--- src/design/vcsl_pkg.sv ---
`timescale 1ns / 1ps
// ----------------------------------------------------------------------------
// Velocity command slew limiter package
// Shared types, codes and constants for the controller and the datapath.
// ----------------------------------------------------------------------------
package vcsl_pkg;

    // Gait mode codes carried by the cmd field.
    localparam logic [1:0] MODE_SLOW    = 2'd0;
    localparam logic [1:0] MODE_FAST    = 2'd1;
    localparam logic [1:0] MODE_OVERLAP = 2'd2;
    localparam logic [1:0] MODE_STOP    = 2'd3;

    // Configuration register indexes.
    localparam logic [2:0] CFG_SLEW_STEP   = 3'd0;
    localparam logic [2:0] CFG_STOP_THRESH = 3'd1;
    localparam logic [2:0] CFG_LIM_SLOW    = 3'd2;
    localparam logic [2:0] CFG_LIM_FAST    = 3'd3;
    localparam logic [2:0] CFG_LIM_OVERLAP = 3'd4;
    localparam logic [2:0] CFG_YAW_LIMIT   = 3'd5;
    localparam logic [2:0] CFG_JOY_TIMEOUT = 3'd6;

    // Iteration counts of the shared square root and divider.
    localparam int          SQRT_STEPS = 17;
    localparam int          DIV_STEPS  = 14;
    localparam logic [4:0]  SQRT_LAST  = 5'(SQRT_STEPS - 1);
    localparam logic [4:0]  DIV_LAST   = 5'(DIV_STEPS - 1);
    localparam logic [1:0]  AXIS_LAST  = 2'd2;
    localparam logic [16:0] IDLE_MAX   = 17'h1FFFF;

    typedef enum logic [3:0] {
        ST_IDLE,
        ST_SQ_D,
        ST_SQ_ST,
        ST_CHECK,
        ST_SQRT,
        ST_DIV_MUL,
        ST_DIV,
        ST_DIV_END,
        ST_STOP_SQ,
        ST_STOP_TH,
        ST_WRITE
    } t_state;

    typedef enum logic [3:0] {
        OP_NONE,
        OP_LOAD,
        OP_SQ_D,
        OP_SQ_ST,
        OP_SNAP,
        OP_SQRT_INIT,
        OP_SQRT_STEP,
        OP_DIV_MUL,
        OP_DIV_STEP,
        OP_DIV_END,
        OP_STOP_SQ,
        OP_STOP_TH,
        OP_WRITE
    } t_op;

    typedef struct packed {
        t_op        op;
        logic [1:0] axis;
    } t_dp_cmd;

    typedef struct packed {
        logic snap;
        logic step_zero;
    } t_dp_status;

endpackage

--- src/design/vcsl_in_if.sv ---
`timescale 1ns / 1ps
// ----------------------------------------------------------------------------
// Input channel interface
// One beat per control tick: mode, joystick sample and base speeds.
// ----------------------------------------------------------------------------
interface vcsl_in_if;
    logic               valid;
    logic               ready;
    logic        [1:0]  cmd;
    logic               joy_fresh;
    logic signed [15:0] joy_vx;
    logic signed [15:0] joy_vy;
    logic signed [15:0] joy_vz;
    logic signed [15:0] joy_yaw_rate;
    logic        [15:0] base_speed;
    logic        [15:0] base_turn_speed;

    modport source(output valid, cmd, joy_fresh, joy_vx, joy_vy, joy_vz, joy_yaw_rate,
                   base_speed, base_turn_speed, input ready);
    modport sink(input valid, cmd, joy_fresh, joy_vx, joy_vy, joy_vz, joy_yaw_rate,
                 base_speed, base_turn_speed, output ready);
endinterface

--- src/design/vcsl_out_if.sv ---
`timescale 1ns / 1ps
// ----------------------------------------------------------------------------
// Output channel interface
// One beat per tick: limited velocity command and the stop flag.
// ----------------------------------------------------------------------------
interface vcsl_out_if;
    logic               valid;
    logic               ready;
    logic signed [15:0] cmd_vx;
    logic signed [15:0] cmd_vy;
    logic signed [15:0] cmd_vz;
    logic signed [15:0] cmd_yaw_rate;
    logic               stop_reached;

    modport source(output valid, cmd_vx, cmd_vy, cmd_vz, cmd_yaw_rate, stop_reached,
                   input ready);
    modport sink(input valid, cmd_vx, cmd_vy, cmd_vz, cmd_yaw_rate, stop_reached,
                 output ready);
endinterface

--- src/design/vcsl_ctrl.sv ---
`timescale 1ns / 1ps
// ----------------------------------------------------------------------------
// Slew limiter controller
// Sequences the datapath through squaring, square root, division and the
// stop test, and owns the input ready and output valid handshakes.
// ----------------------------------------------------------------------------
module vcsl_ctrl (
    input  logic                  i_clk,
    input  logic                  i_rst_n,
    input  logic                  i_in_valid,
    output logic                  o_in_ready,
    output logic                  o_out_valid,
    input  logic                  i_out_ready,
    input  vcsl_pkg::t_dp_status  i_status,
    output vcsl_pkg::t_dp_cmd     o_cmd
);
    import vcsl_pkg::*;

    t_state     r_state, n_state;
    logic [4:0] r_cnt, n_cnt;
    logic [1:0] r_axis, n_axis;
    logic       r_out_valid, n_out_valid;

    // State and counters.
    always_ff @(posedge i_clk) begin
        if (!i_rst_n) begin
            r_state     <= ST_IDLE;
            r_cnt       <= '0;
            r_axis      <= '0;
            r_out_valid <= 1'b0;
        end else begin
            r_state     <= n_state;
            r_cnt       <= n_cnt;
            r_axis      <= n_axis;
            r_out_valid <= n_out_valid;
        end
    end

    // Next state and datapath commands.
    always_comb begin
        n_state     = r_state;
        n_cnt       = r_cnt;
        n_axis      = r_axis;
        n_out_valid = r_out_valid;
        o_cmd.op    = OP_NONE;
        o_cmd.axis  = r_axis;
        o_in_ready  = 1'b0;

        // A waiting beat leaves when the sink takes it.
        if (r_out_valid && i_out_ready) begin
            n_out_valid = 1'b0;
        end

        unique case (r_state)
            ST_IDLE: begin
                o_in_ready = 1'b1;
                if (i_in_valid) begin
                    o_cmd.op = OP_LOAD;
                    n_axis   = '0;
                    n_state  = ST_SQ_D;
                end
            end
            ST_SQ_D: begin
                o_cmd.op = OP_SQ_D;
                if (r_axis == AXIS_LAST) begin
                    n_axis  = '0;
                    n_state = ST_SQ_ST;
                end else begin
                    n_axis = r_axis + 2'd1;
                end
            end
            ST_SQ_ST: begin
                o_cmd.op = OP_SQ_ST;
                n_state  = ST_CHECK;
            end
            ST_CHECK: begin
                n_axis = '0;
                n_cnt  = '0;
                if (i_status.step_zero) begin
                    n_state = ST_STOP_SQ;
                end else if (i_status.snap) begin
                    o_cmd.op = OP_SNAP;
                    n_state  = ST_STOP_SQ;
                end else begin
                    o_cmd.op = OP_SQRT_INIT;
                    n_state  = ST_SQRT;
                end
            end
            ST_SQRT: begin
                o_cmd.op = OP_SQRT_STEP;
                n_cnt    = r_cnt + 5'd1;
                if (r_cnt == SQRT_LAST) begin
                    n_state = ST_DIV_MUL;
                end
            end
            ST_DIV_MUL: begin
                o_cmd.op = OP_DIV_MUL;
                n_cnt    = '0;
                n_state  = ST_DIV;
            end
            ST_DIV: begin
                o_cmd.op = OP_DIV_STEP;
                n_cnt    = r_cnt + 5'd1;
                if (r_cnt == DIV_LAST) begin
                    n_state = ST_DIV_END;
                end
            end
            ST_DIV_END: begin
                o_cmd.op = OP_DIV_END;
                if (r_axis == AXIS_LAST) begin
                    n_axis  = '0;
                    n_state = ST_STOP_SQ;
                end else begin
                    n_axis  = r_axis + 2'd1;
                    n_state = ST_DIV_MUL;
                end
            end
            ST_STOP_SQ: begin
                o_cmd.op = OP_STOP_SQ;
                if (r_axis == AXIS_LAST) begin
                    n_axis  = '0;
                    n_state = ST_STOP_TH;
                end else begin
                    n_axis = r_axis + 2'd1;
                end
            end
            ST_STOP_TH: begin
                o_cmd.op = OP_STOP_TH;
                n_state  = ST_WRITE;
            end
            ST_WRITE: begin
                // The output register frees up in this cycle or is already empty.
                if (!r_out_valid || i_out_ready) begin
                    o_cmd.op    = OP_WRITE;
                    n_out_valid = 1'b1;
                    n_state     = ST_IDLE;
                end
            end
            default: begin
                n_state = ST_IDLE;
            end
        endcase
    end

    assign o_out_valid = r_out_valid;

endmodule

--- src/design/vcsl_dp.sv ---
`timescale 1ns / 1ps
// ----------------------------------------------------------------------------
// Slew limiter datapath
// Configuration registers, kept command state, one shared multiplier, a
// bit-serial integer square root and a restoring divider, plus output registers.
// ----------------------------------------------------------------------------
module vcsl_dp (
    input  logic                  i_clk,
    input  logic                  i_rst_n,
    input  logic                  i_cfg_we,
    input  logic [2:0]            i_cfg_idx,
    input  logic [15:0]           i_cfg_data,
    input  logic [1:0]            i_cmd,
    input  logic                  i_joy_fresh,
    input  logic signed [15:0]    i_joy_vx,
    input  logic signed [15:0]    i_joy_vy,
    input  logic signed [15:0]    i_joy_vz,
    input  logic signed [15:0]    i_joy_yaw_rate,
    input  logic [15:0]           i_base_speed,
    input  logic [15:0]           i_base_turn_speed,
    input  vcsl_pkg::t_dp_cmd     i_ctl,
    output vcsl_pkg::t_dp_status  o_status,
    output logic signed [15:0]    o_cmd_vx,
    output logic signed [15:0]    o_cmd_vy,
    output logic signed [15:0]    o_cmd_vz,
    output logic signed [15:0]    o_cmd_yaw_rate,
    output logic                  o_stop_reached
);
    import vcsl_pkg::*;

    // Configuration.
    logic [12:0] r_slew_step;
    logic [14:0] r_stop_th, r_lim_slow, r_lim_fast, r_lim_overlap, r_yaw_lim;
    logic [15:0] r_joy_timeout;

    // Kept state and per-tick operands.
    logic signed [15:0] r_cmd [3];
    logic signed [15:0] r_tgt [3];
    logic signed [15:0] r_yaw;
    logic [16:0]        r_idle;
    logic [1:0]         r_mode;
    logic [15:0]        r_base, r_turn;

    // Arithmetic registers.
    logic [33:0] r_acc;
    logic [29:0] r_aux;
    logic [33:0] r_sq_src;
    logic [18:0] r_sq_rem;
    logic [16:0] r_root;
    logic [13:0] r_num_lo;
    logic [17:0] r_div_rem;
    logic [13:0] r_quot;

    // Output registers.
    logic signed [15:0] r_out_cmd [3];
    logic signed [15:0] r_out_yaw;
    logic               r_out_stop;

    logic signed [16:0] d_sel;
    logic [15:0]        mag_sel;
    logic signed [17:0] mul_a, mul_b;
    logic signed [35:0] prod;
    logic               use_joy;
    logic [14:0]        lin_lim;
    logic [30:0]        div_num;
    logic [17:0]        div_den;
    logic [20:0]        sq_t, sq_trial;
    logic [18:0]        dv_t;
    logic signed [17:0] upd_sum;
    logic signed [15:0] joy_src [3];

    // Symmetric clamp of a signed sample to a magnitude limit.
    function automatic logic signed [15:0] clamp_sym(logic signed [15:0] v,
                                                     logic [14:0] lim);
        logic signed [16:0] vs, ls;
        vs = 17'(v);
        ls = signed'({2'b00, lim});
        if (vs > ls)       clamp_sym = 16'(ls);
        else if (vs < -ls) clamp_sym = 16'(-ls);
        else               clamp_sym = v;
    endfunction

    assign joy_src[0] = i_joy_vx;
    assign joy_src[1] = i_joy_vy;
    assign joy_src[2] = i_joy_vz;

    // Target selection terms for a new beat.
    always_comb begin
        use_joy = i_joy_fresh || (r_idle <= {1'b0, r_joy_timeout});
        unique case (i_cmd)
            MODE_SLOW: lin_lim = r_lim_slow;
            MODE_FAST: lin_lim = r_lim_fast;
            default:   lin_lim = r_lim_overlap;
        endcase
    end

    // Difference of the selected axis and its magnitude.
    always_comb begin
        d_sel   = 17'(r_tgt[i_ctl.axis]) - 17'(r_cmd[i_ctl.axis]);
        mag_sel = d_sel[16] ? 16'(-d_sel) : d_sel[15:0];
    end

    // Shared multiplier operand selection.
    always_comb begin
        mul_a = '0;
        mul_b = '0;
        unique case (i_ctl.op)
            OP_SQ_D: begin
                mul_a = 18'(d_sel);
                mul_b = 18'(d_sel);
            end
            OP_SQ_ST: begin
                mul_a = signed'({5'b0, r_slew_step});
                mul_b = signed'({5'b0, r_slew_step});
            end
            OP_DIV_MUL: begin
                mul_a = signed'({5'b0, r_slew_step});
                mul_b = signed'({2'b0, mag_sel});
            end
            OP_STOP_SQ: begin
                mul_a = 18'(r_cmd[i_ctl.axis]);
                mul_b = 18'(r_cmd[i_ctl.axis]);
            end
            OP_STOP_TH: begin
                mul_a = signed'({3'b0, r_stop_th});
                mul_b = signed'({3'b0, r_stop_th});
            end
            default: begin
                mul_a = '0;
                mul_b = '0;
            end
        endcase
        prod = mul_a * mul_b;
    end

    // Square root digit, divider numerator and quotient digit.
    always_comb begin
        sq_t     = {r_sq_rem[18:0], r_sq_src[33:32]};
        sq_trial = {2'b00, r_root, 2'b01};
        div_num  = {prod[29:0], 1'b0} + {14'b0, r_root};
        div_den  = {r_root, 1'b0};
        dv_t     = {r_div_rem, r_num_lo[13]};
        upd_sum  = d_sel[16] ? 18'(r_cmd[i_ctl.axis]) - 18'({1'b0, r_quot})
                             : 18'(r_cmd[i_ctl.axis]) + 18'({1'b0, r_quot});
    end

    // Configuration writes.
    always_ff @(posedge i_clk) begin
        if (!i_rst_n) begin
            r_slew_step   <= 13'd4;
            r_stop_th     <= 15'd410;
            r_lim_slow    <= 15'd2867;
            r_lim_fast    <= 15'd4915;
            r_lim_overlap <= 15'd4096;
            r_yaw_lim     <= 15'd2867;
            r_joy_timeout <= 16'd1000;
        end else if (i_cfg_we) begin
            unique case (i_cfg_idx)
                CFG_SLEW_STEP:   r_slew_step   <= i_cfg_data[12:0];
                CFG_STOP_THRESH: r_stop_th     <= i_cfg_data[14:0];
                CFG_LIM_SLOW:    r_lim_slow    <= i_cfg_data[14:0];
                CFG_LIM_FAST:    r_lim_fast    <= i_cfg_data[14:0];
                CFG_LIM_OVERLAP: r_lim_overlap <= i_cfg_data[14:0];
                CFG_YAW_LIMIT:   r_yaw_lim     <= i_cfg_data[14:0];
                CFG_JOY_TIMEOUT: r_joy_timeout <= i_cfg_data;
                default: ;
            endcase
        end
    end

    // Kept command state and timeout counter.
    always_ff @(posedge i_clk) begin
        if (!i_rst_n) begin
            r_cmd[0] <= '0;
            r_cmd[1] <= '0;
            r_cmd[2] <= '0;
            r_yaw    <= '0;
            r_idle   <= '0;
        end else begin
            unique case (i_ctl.op)
                OP_LOAD: begin
                    if (i_joy_fresh)           r_idle <= '0;
                    else if (r_idle != IDLE_MAX) r_idle <= r_idle + 17'd1;
                    if (i_cmd != MODE_STOP) begin
                        r_yaw <= clamp_sym(use_joy ? i_joy_yaw_rate : 16'sd0, r_yaw_lim);
                    end
                end
                OP_SNAP: begin
                    r_cmd[0] <= r_tgt[0];
                    r_cmd[1] <= r_tgt[1];
                    r_cmd[2] <= r_tgt[2];
                end
                OP_DIV_END: begin
                    if (upd_sum > 18'sd32767)       r_cmd[i_ctl.axis] <= 16'sh7FFF;
                    else if (upd_sum < -18'sd32768) r_cmd[i_ctl.axis] <= 16'sh8000;
                    else                            r_cmd[i_ctl.axis] <= upd_sum[15:0];
                end
                default: ;
            endcase
        end
    end

    // Per-tick operands and the iterative arithmetic.
    always_ff @(posedge i_clk) begin
        unique case (i_ctl.op)
            OP_LOAD: begin
                for (int k = 0; k < 3; k++) begin
                    if (i_cmd == MODE_STOP || !use_joy) r_tgt[k] <= '0;
                    else                                r_tgt[k] <= clamp_sym(joy_src[k], lin_lim);
                end
                r_mode <= i_cmd;
                r_base <= i_base_speed;
                r_turn <= i_base_turn_speed;
            end
            OP_SQ_D, OP_STOP_SQ: begin
                if (i_ctl.axis == '0) r_acc <= prod[33:0];
                else                  r_acc <= r_acc + prod[33:0];
            end
            OP_SQ_ST, OP_STOP_TH: begin
                r_aux <= prod[29:0];
            end
            OP_SQRT_INIT: begin
                r_sq_src <= r_acc;
                r_sq_rem <= '0;
                r_root   <= '0;
            end
            OP_SQRT_STEP: begin
                r_sq_src <= {r_sq_src[31:0], 2'b00};
                if (sq_t >= sq_trial) begin
                    r_sq_rem <= 19'(sq_t - sq_trial);
                    r_root   <= {r_root[15:0], 1'b1};
                end else begin
                    r_sq_rem <= sq_t[18:0];
                    r_root   <= {r_root[15:0], 1'b0};
                end
            end
            OP_DIV_MUL: begin
                r_div_rem <= {1'b0, div_num[30:14]};
                r_num_lo  <= div_num[13:0];
                r_quot    <= '0;
            end
            OP_DIV_STEP: begin
                r_num_lo <= {r_num_lo[12:0], 1'b0};
                if (dv_t >= {1'b0, div_den}) begin
                    r_div_rem <= 18'(dv_t - {1'b0, div_den});
                    r_quot    <= {r_quot[12:0], 1'b1};
                end else begin
                    r_div_rem <= dv_t[17:0];
                    r_quot    <= {r_quot[12:0], 1'b0};
                end
            end
            OP_WRITE: begin
                r_out_cmd[0] <= r_cmd[0];
                r_out_cmd[1] <= r_cmd[1];
                r_out_cmd[2] <= r_cmd[2];
                r_out_yaw    <= r_yaw;
                r_out_stop   <= (r_mode == MODE_STOP) && (r_acc <= {4'b0, r_aux})
                                && (r_base <= {1'b0, r_stop_th})
                                && (r_turn <= {1'b0, r_stop_th});
            end
            default: ;
        endcase
    end

    assign o_status.snap      = r_acc < {4'b0, r_aux};
    assign o_status.step_zero = (r_slew_step == '0);

    assign o_cmd_vx       = r_out_cmd[0];
    assign o_cmd_vy       = r_out_cmd[1];
    assign o_cmd_vz       = r_out_cmd[2];
    assign o_cmd_yaw_rate = r_out_yaw;
    assign o_stop_reached = r_out_stop;

endmodule

--- src/design/velocity_command_slew_limiter.sv ---
`timescale 1ns / 1ps
// ----------------------------------------------------------------------------
// Velocity command slew limiter
// Moves a kept 3D velocity command toward a clamped joystick target by a
// fixed step per tick, passes a clamped yaw rate and flags a reached stop.
//
// Usage:
//   i_in carries one beat per control tick; o_out returns exactly one beat
//   for each. Registers are written on i_cfg_we/i_cfg_idx/i_cfg_data; the
//   user must write them while the block is idle; this is not enforced.
//   After the input accept the controller squares the three axis differences
//   on the shared multiplier, then squares the step and makes the snap check.
//   When the command snaps to its target or the step is zero it goes on to
//   the stop test; when it slews it first runs 17 square root steps and three
//   divisions, one per axis. The stop test and the write close the tick.
//   A new beat is accepted the cycle after the result is written, so a new
//   beat is taken only once the previous result has been written.
//   The result sits in an output register; a stalled receiver does not block
//   the next accept, only the following write-out waits for the register.
//   Synchronous reset clears the command state, the timeout counter and the
//   output valid, and restores register defaults.
// ----------------------------------------------------------------------------
module velocity_command_slew_limiter (
    input  logic        i_clk,
    input  logic        i_rst_n,
    input  logic        i_cfg_we,
    input  logic [2:0]  i_cfg_idx,
    input  logic [15:0] i_cfg_data,
    vcsl_in_if.sink     i_in,
    vcsl_out_if.source  o_out
);
    import vcsl_pkg::*;

    t_dp_cmd    ctl;
    t_dp_status status;

    vcsl_ctrl u_ctrl (
        .i_clk       (i_clk),
        .i_rst_n     (i_rst_n),
        .i_in_valid  (i_in.valid),
        .o_in_ready  (i_in.ready),
        .o_out_valid (o_out.valid),
        .i_out_ready (o_out.ready),
        .i_status    (status),
        .o_cmd       (ctl)
    );

    vcsl_dp u_dp (
        .i_clk             (i_clk),
        .i_rst_n           (i_rst_n),
        .i_cfg_we          (i_cfg_we),
        .i_cfg_idx         (i_cfg_idx),
        .i_cfg_data        (i_cfg_data),
        .i_cmd             (i_in.cmd),
        .i_joy_fresh       (i_in.joy_fresh),
        .i_joy_vx          (i_in.joy_vx),
        .i_joy_vy          (i_in.joy_vy),
        .i_joy_vz          (i_in.joy_vz),
        .i_joy_yaw_rate    (i_in.joy_yaw_rate),
        .i_base_speed      (i_in.base_speed),
        .i_base_turn_speed (i_in.base_turn_speed),
        .i_ctl             (ctl),
        .o_status          (status),
        .o_cmd_vx          (o_out.cmd_vx),
        .o_cmd_vy          (o_out.cmd_vy),
        .o_cmd_vz          (o_out.cmd_vz),
        .o_cmd_yaw_rate    (o_out.cmd_yaw_rate),
        .o_stop_reached    (o_out.stop_reached)
    );

endmodule

--- src/flat_wrapper.sv ---
// flat-port wrapper written by rule: the top's interface ports become plain ports
module velocity_command_slew_limiter_flat import vcsl_pkg::*;
  (i_clk, i_rst_n, i_cfg_we, i_cfg_idx, i_cfg_data, i_in_valid, i_in_cmd, i_in_joy_fresh, i_in_joy_vx, i_in_joy_vy, i_in_joy_vz, i_in_joy_yaw_rate, i_in_base_speed, i_in_base_turn_speed, i_in_ready, o_out_valid, o_out_cmd_vx, o_out_cmd_vy, o_out_cmd_vz, o_out_cmd_yaw_rate, o_out_stop_reached, o_out_ready);
  vcsl_in_if i_in_i ();
  vcsl_out_if o_out_i ();
  input  logic i_clk;
  input  logic i_rst_n;
  input  logic i_cfg_we;
  input  logic [2:0] i_cfg_idx;
  input  logic [15:0] i_cfg_data;
  input wire logic [$bits(i_in_i.valid)-1:0] i_in_valid;
  input wire logic [$bits(i_in_i.cmd)-1:0] i_in_cmd;
  input wire logic [$bits(i_in_i.joy_fresh)-1:0] i_in_joy_fresh;
  input wire logic [$bits(i_in_i.joy_vx)-1:0] i_in_joy_vx;
  input wire logic [$bits(i_in_i.joy_vy)-1:0] i_in_joy_vy;
  input wire logic [$bits(i_in_i.joy_vz)-1:0] i_in_joy_vz;
  input wire logic [$bits(i_in_i.joy_yaw_rate)-1:0] i_in_joy_yaw_rate;
  input wire logic [$bits(i_in_i.base_speed)-1:0] i_in_base_speed;
  input wire logic [$bits(i_in_i.base_turn_speed)-1:0] i_in_base_turn_speed;
  output wire logic [$bits(i_in_i.ready)-1:0] i_in_ready;
  output wire logic [$bits(o_out_i.valid)-1:0] o_out_valid;
  output wire logic [$bits(o_out_i.cmd_vx)-1:0] o_out_cmd_vx;
  output wire logic [$bits(o_out_i.cmd_vy)-1:0] o_out_cmd_vy;
  output wire logic [$bits(o_out_i.cmd_vz)-1:0] o_out_cmd_vz;
  output wire logic [$bits(o_out_i.cmd_yaw_rate)-1:0] o_out_cmd_yaw_rate;
  output wire logic [$bits(o_out_i.stop_reached)-1:0] o_out_stop_reached;
  input wire logic [$bits(o_out_i.ready)-1:0] o_out_ready;
  assign i_in_i.valid = i_in_valid;
  assign i_in_i.cmd = i_in_cmd;
  assign i_in_i.joy_fresh = i_in_joy_fresh;
  assign i_in_i.joy_vx = i_in_joy_vx;
  assign i_in_i.joy_vy = i_in_joy_vy;
  assign i_in_i.joy_vz = i_in_joy_vz;
  assign i_in_i.joy_yaw_rate = i_in_joy_yaw_rate;
  assign i_in_i.base_speed = i_in_base_speed;
  assign i_in_i.base_turn_speed = i_in_base_turn_speed;
  assign i_in_ready = i_in_i.ready;
  assign o_out_valid = o_out_i.valid;
  assign o_out_cmd_vx = o_out_i.cmd_vx;
  assign o_out_cmd_vy = o_out_i.cmd_vy;
  assign o_out_cmd_vz = o_out_i.cmd_vz;
  assign o_out_cmd_yaw_rate = o_out_i.cmd_yaw_rate;
  assign o_out_stop_reached = o_out_i.stop_reached;
  assign o_out_i.ready = o_out_ready;
  velocity_command_slew_limiter u_core (.i_clk(i_clk), .i_rst_n(i_rst_n), .i_cfg_we(i_cfg_we), .i_cfg_idx(i_cfg_idx), .i_cfg_data(i_cfg_data), .i_in(i_in_i), .o_out(o_out_i));
endmodule
--- config.mk ---
export PLATFORM = sky130hd
export DESIGN_NAME = velocity_command_slew_limiter_flat
export DESIGN_NICKNAME = d
export VERILOG_FILES = /design/src/design/vcsl_pkg.sv /design/src/design/vcsl_in_if.sv /design/src/design/vcsl_out_if.sv /design/src/design/vcsl_ctrl.sv /design/src/design/vcsl_dp.sv /design/src/design/velocity_command_slew_limiter.sv /design/src/flat_wrapper.sv
export SDC_FILE = /design/constraint.sdc
export NUM_CORES = 2
export LEC_CHECK = 0
export BUFFER_PORTS_ARGS = -buffer_cell sky130_fd_sc_hd__clkbuf_2
export CAP_MARGIN = 10
export CELL_PAD_IN_SITES_DETAIL_PLACEMENT = 0
export CELL_PAD_IN_SITES_GLOBAL_PLACEMENT = 1
export CORE_UTILIZATION = 44
export CTS_BUF_LIST = sky130_fd_sc_hd__clkbuf_4
export DETAILED_ROUTE_END_ITERATION = 6
export PLACE_DENSITY_LB_ADDON = 0.3
export SLEW_MARGIN = 20
export SYNTH_ARGS = -nofsm -noshare
export SYNTH_HDL_FRONTEND = slang
export SYNTH_HIERARCHICAL = 1
export SYNTH_SLANG_ARGS = --single-unit
--- constraint.sdc ---
create_clock -name i_clk -period 18.29 [get_ports i_clk]
set_input_delay 4.5725 -clock i_clk [delete_from_list [all_inputs] [get_ports i_clk]]
set_output_delay 4.5725 -clock i_clk [all_outputs]
set_load 0.05 [all_outputs]
==> metrics.cfg <==
[finish]
nFillCells = 10100
mostFrequentLayoutCell = nand2_1
layout.cells.most_common_list = nand2_1, inv_1, ha_1
register_area_um2 = 14700
utilization_pct = 48.8
fin_nets = 6024
area_growth_pct = 9.71
multiInputGateArea_um2 = 28600
drive_gt1_share_pct = 11.2

[power_and_ir_drop]
p_per_area_nw_per_um2 = 154
leakage_nw = 22.2
switching_share_pct = 48.4
ir_drop_uv = 106
seqPwrFrac_pct = 22.1
switchingPower_mw = 3.78
intPower_mw = 4.03
pwr-share-comb_pct = 63.3
pwr-share-clk_pct = 14.6

[routing]
drt_iter0_markers = 2461
drc = 2
ant_nets = 0
vias_per_cell = 5.52
vias = 36800
wl_per_cell_um = 20.6
postRouteWirelength_um = 137000
dr.pass1.iters = 7

[min_path]
worst_hold_path.num_cells = 0
hold_class = reg -> reg
min_from = u_core/u_dp/r_yaw[13]
holdPathEnd = u_core/u_dp/o_cmd_yaw_rate[13]

[placed_design]
dp_hpwl_um = 107000
gp_congestion = 0.916
pre_cts_ws_ns = 2.45
port_buffers = 189

[timing]
slew_violations = 0
fmax_ghz = 0.0673
final.period_utilization_pct = 81.3
tns_ns = 0
fin_hold_ws_ns = 0.394
finalHoldViolCount = 0
fin_ws_ns = 3.42
finClkSkew_ns = 0.119
period_minus_slack_ns = 14.87
rsz0062_at_grt = false
relSlewSlack_pct = 22.0
max_slew.worst_pin.slew_ns = 1.16
finalSetupViolations = 0

[worst_setup_path]
cpMaxStageDelayCell = nor3_1
reg2reg_from = u_core/u_dp/r_acc[1]
cp-end-kind = flip-flop
rrSetupSlack_ns = 4.67
reg2reg_to = u_core/u_dp/r_acc[33]
cpPeakStageDelay_ns = 0.84
crit_arrival_ns = 15.73
cp_max_fo = 19
cp_common_cell = fa_1
critical_path_class = in -> reg
required_ns = 19.15
cp-start-kind = primary input
r2r_cells = 52

[clock_tree]
cts_resized = 0
postCtsSetupRepairBufs = 0
cts_root_buf = clkbuf_4
insertion_delay_ns = 1.15
cts_sinks = 540
clkTransAtPathRegs_ns = 0.06
h-tree-depth = 4
cts_buffer_depth = 3
cts.hold.buffers_added = 0
cts_tree = yes
cts_buffers = 154

[logic_synthesis]
syn-instance-count = 4960
synth_ff_type = edfxtp_1
yosysWarnings = 6
syn-cell-area_um2 = 46100
syn_nets = 5811
ys_ff_latch = 540
synth-edff-count = 391
seq_area_frac_synth_pct = 31.9
synth.distinct_cells = 103
async_reset_ff_share_pct = 0
avgSynthCellArea_um2 = 9.29

[run_status]
outcome = finished, violations left
violations = DRC

[global_route]
grt_pass1_wl_um = 211000
antenna_found_initial = 3
grt_max_degree = 71
grtUsageTotal_pct = 25.6
grt_pass1_vias = 36400
grt_remaining_overflow = 0

[floorplanning]
die_area_um2 = 106000
num_io_pins = 190
start_util_pct = 44.5
coreArea_um2 = 104000
core.rowCount = 118
die_y_um = 326
die_w_um = 326

[run]
maxCapViolCount = 0

[layout make-up]
class | instances | share of cell area, %
Clock buffer | 224 | 3.32
Timing Repair Buffer | 249 | 2.77
Clock inverter | 45 | 0.562
Sequential cell | 540 | 29.1
Tap cell | 1380 | 3.41
Inverter | 579 | 4.30
Antenna cell | 6 | 0.0297
Multi-Input combinational cell | 3649 | 56.5
[state kept, by name, summed over array words and instances (netlist names), 18 cells and up]
name	cells
u_core/u_dp/r_tgt	48
u_core/u_dp/r_div_rem	18
u_core/u_dp/r_cmd	64
u_core/u_dp/r_aux	30
u_core/u_dp/r_out_cmd	48
u_core/u_dp/r_acc	34
u_core/u_dp/r_sq_rem	19
u_core/u_dp/r_sq_src	34
[synthesized netlist by cell type (all sizes together) (7+ instances only)]
cell type / instances / area share [%]
a2111oi: 12 / 0.31
dfxtp: 149 / 6.5
nand3: 83 / 0.90
a221o: 11 / 0.24
or3: 43 / 0.58
nand2: 705 / 5.7
o21ai: 238 / 2.6
o21bai: 18 / 0.29
or2: 9 / 0.12
mux2: 10 / 0.24
mux2i: 88 / 1.9
a31oi: 18 / 0.24
xor2: 77 / 1.5
o22ai: 28 / 0.42
nand2b: 52 / 0.72
nor2b: 53 / 0.72
buf: 35 / 0.42
nor2: 396 / 3.2
a22o: 27 / 0.51
a31o: 7 / 0.13
a221oi: 8 / 0.19
o2111ai: 9 / 0.17
a21o: 85 / 1.4
fa: 312 / 14
o31a: 9 / 0.17
o31ai: 25 / 0.42
inv: 578 / 4.7
nand4: 37 / 0.50
and2: 61 / 0.83
nor3: 64 / 0.72
xnor2: 117 / 2.2
a21oi: 248 / 2.7
a22oi: 13 / 0.21
a211oi: 50 / 0.81
edfxtp: 391 / 25
ha: 416 / 11
mux4: 16 / 0.78
clkbuf: 157 / 1.3
a21boi: 81 / 1.3
o21a: 58 / 0.95
and3: 27 / 0.38
nor4: 19 / 0.27
o211ai: 31 / 0.52
[worst max-delay path, delay by kind of cell]
family,cells,cell delay [ns]
adders and majority gates,8,3.88
AOI/OAI and AO/OA,11,3.39
and+or+nand+nor,12,2.78
buffers and inverters,7,0.79
xor gates and xnor gates,2,0.30
[power by group through the flow]
| stage | Combinational, mW | Clock, mW | Sequential (mW) |
|---|---|---|---|
| finish | 4.94 | 1.14 | 1.73 |
| global route | 5.45 | 1.24 | 1.74 |
| CTS | 4.92 | 1.18 | 1.72 |
| detailed placement | 4.89 | 0 | 1.75 |
| global placement | 4.85 | 0 | 1.75 |
| floorplan | 3.60 | 0 | 1.70 |
[metrics by stage]
step | instances | area, µm² | power [mW]
detailed placement | 6397 | 48600 | 6.64
floorplan | 4960 | 46100 | 5.30
CTS | 6666 | 50500 | 7.82
finish | 6672 | 50600 | 7.81
global route | 6672 | 50600 | 8.44
global placement | 6397 | 48600 | 6.60
[layer usage]
metal / global-route usage, % / share of wire, % / vias up
met1: 33.5 / 44 / 17900
met3: 3.98 / 5.8 / 229
li1: - / - / 17600
met4: 9.50 / 3.0 / 2
met2: 42.7 / 48 / 1126
met5: 0 / 0.0080 / -
[logic make-up (layout without fill, tap and decap cells)]
group	Yosys count	in the layout	synth area share [%]
and+or+nand+nor	1583	1583	15.4
AOI/OAI and AO/OA	1027	1027	14.7
adders and majority gates	730	730	24.9
muxes	114	114	2.94
buffers and inverters	771	1097	6.42
other	0	6	0
xor gates and xnor gates	195	195	3.75
DFF	540	540	31.9
[worst max path at each step]
stage	start	end	slack [ns]
2_1_floorplan	i_in_valid	u_core/u_dp/r_acc[33]	3.43
3_3_place_gp	o_out_ready	u_core/u_dp/r_acc[33]	2.53
3_5_place_dp	o_out_ready	u_core/u_dp/r_acc[33]	2.45
4_1_cts	o_out_ready	u_core/u_dp/r_acc[33]	3.64
5_1_grt	o_out_ready	u_core/u_dp/r_acc[33]	2.77
6_report	o_out_ready	u_core/u_dp/r_acc[33]	3.42
(Power assumes the default switching activity.)
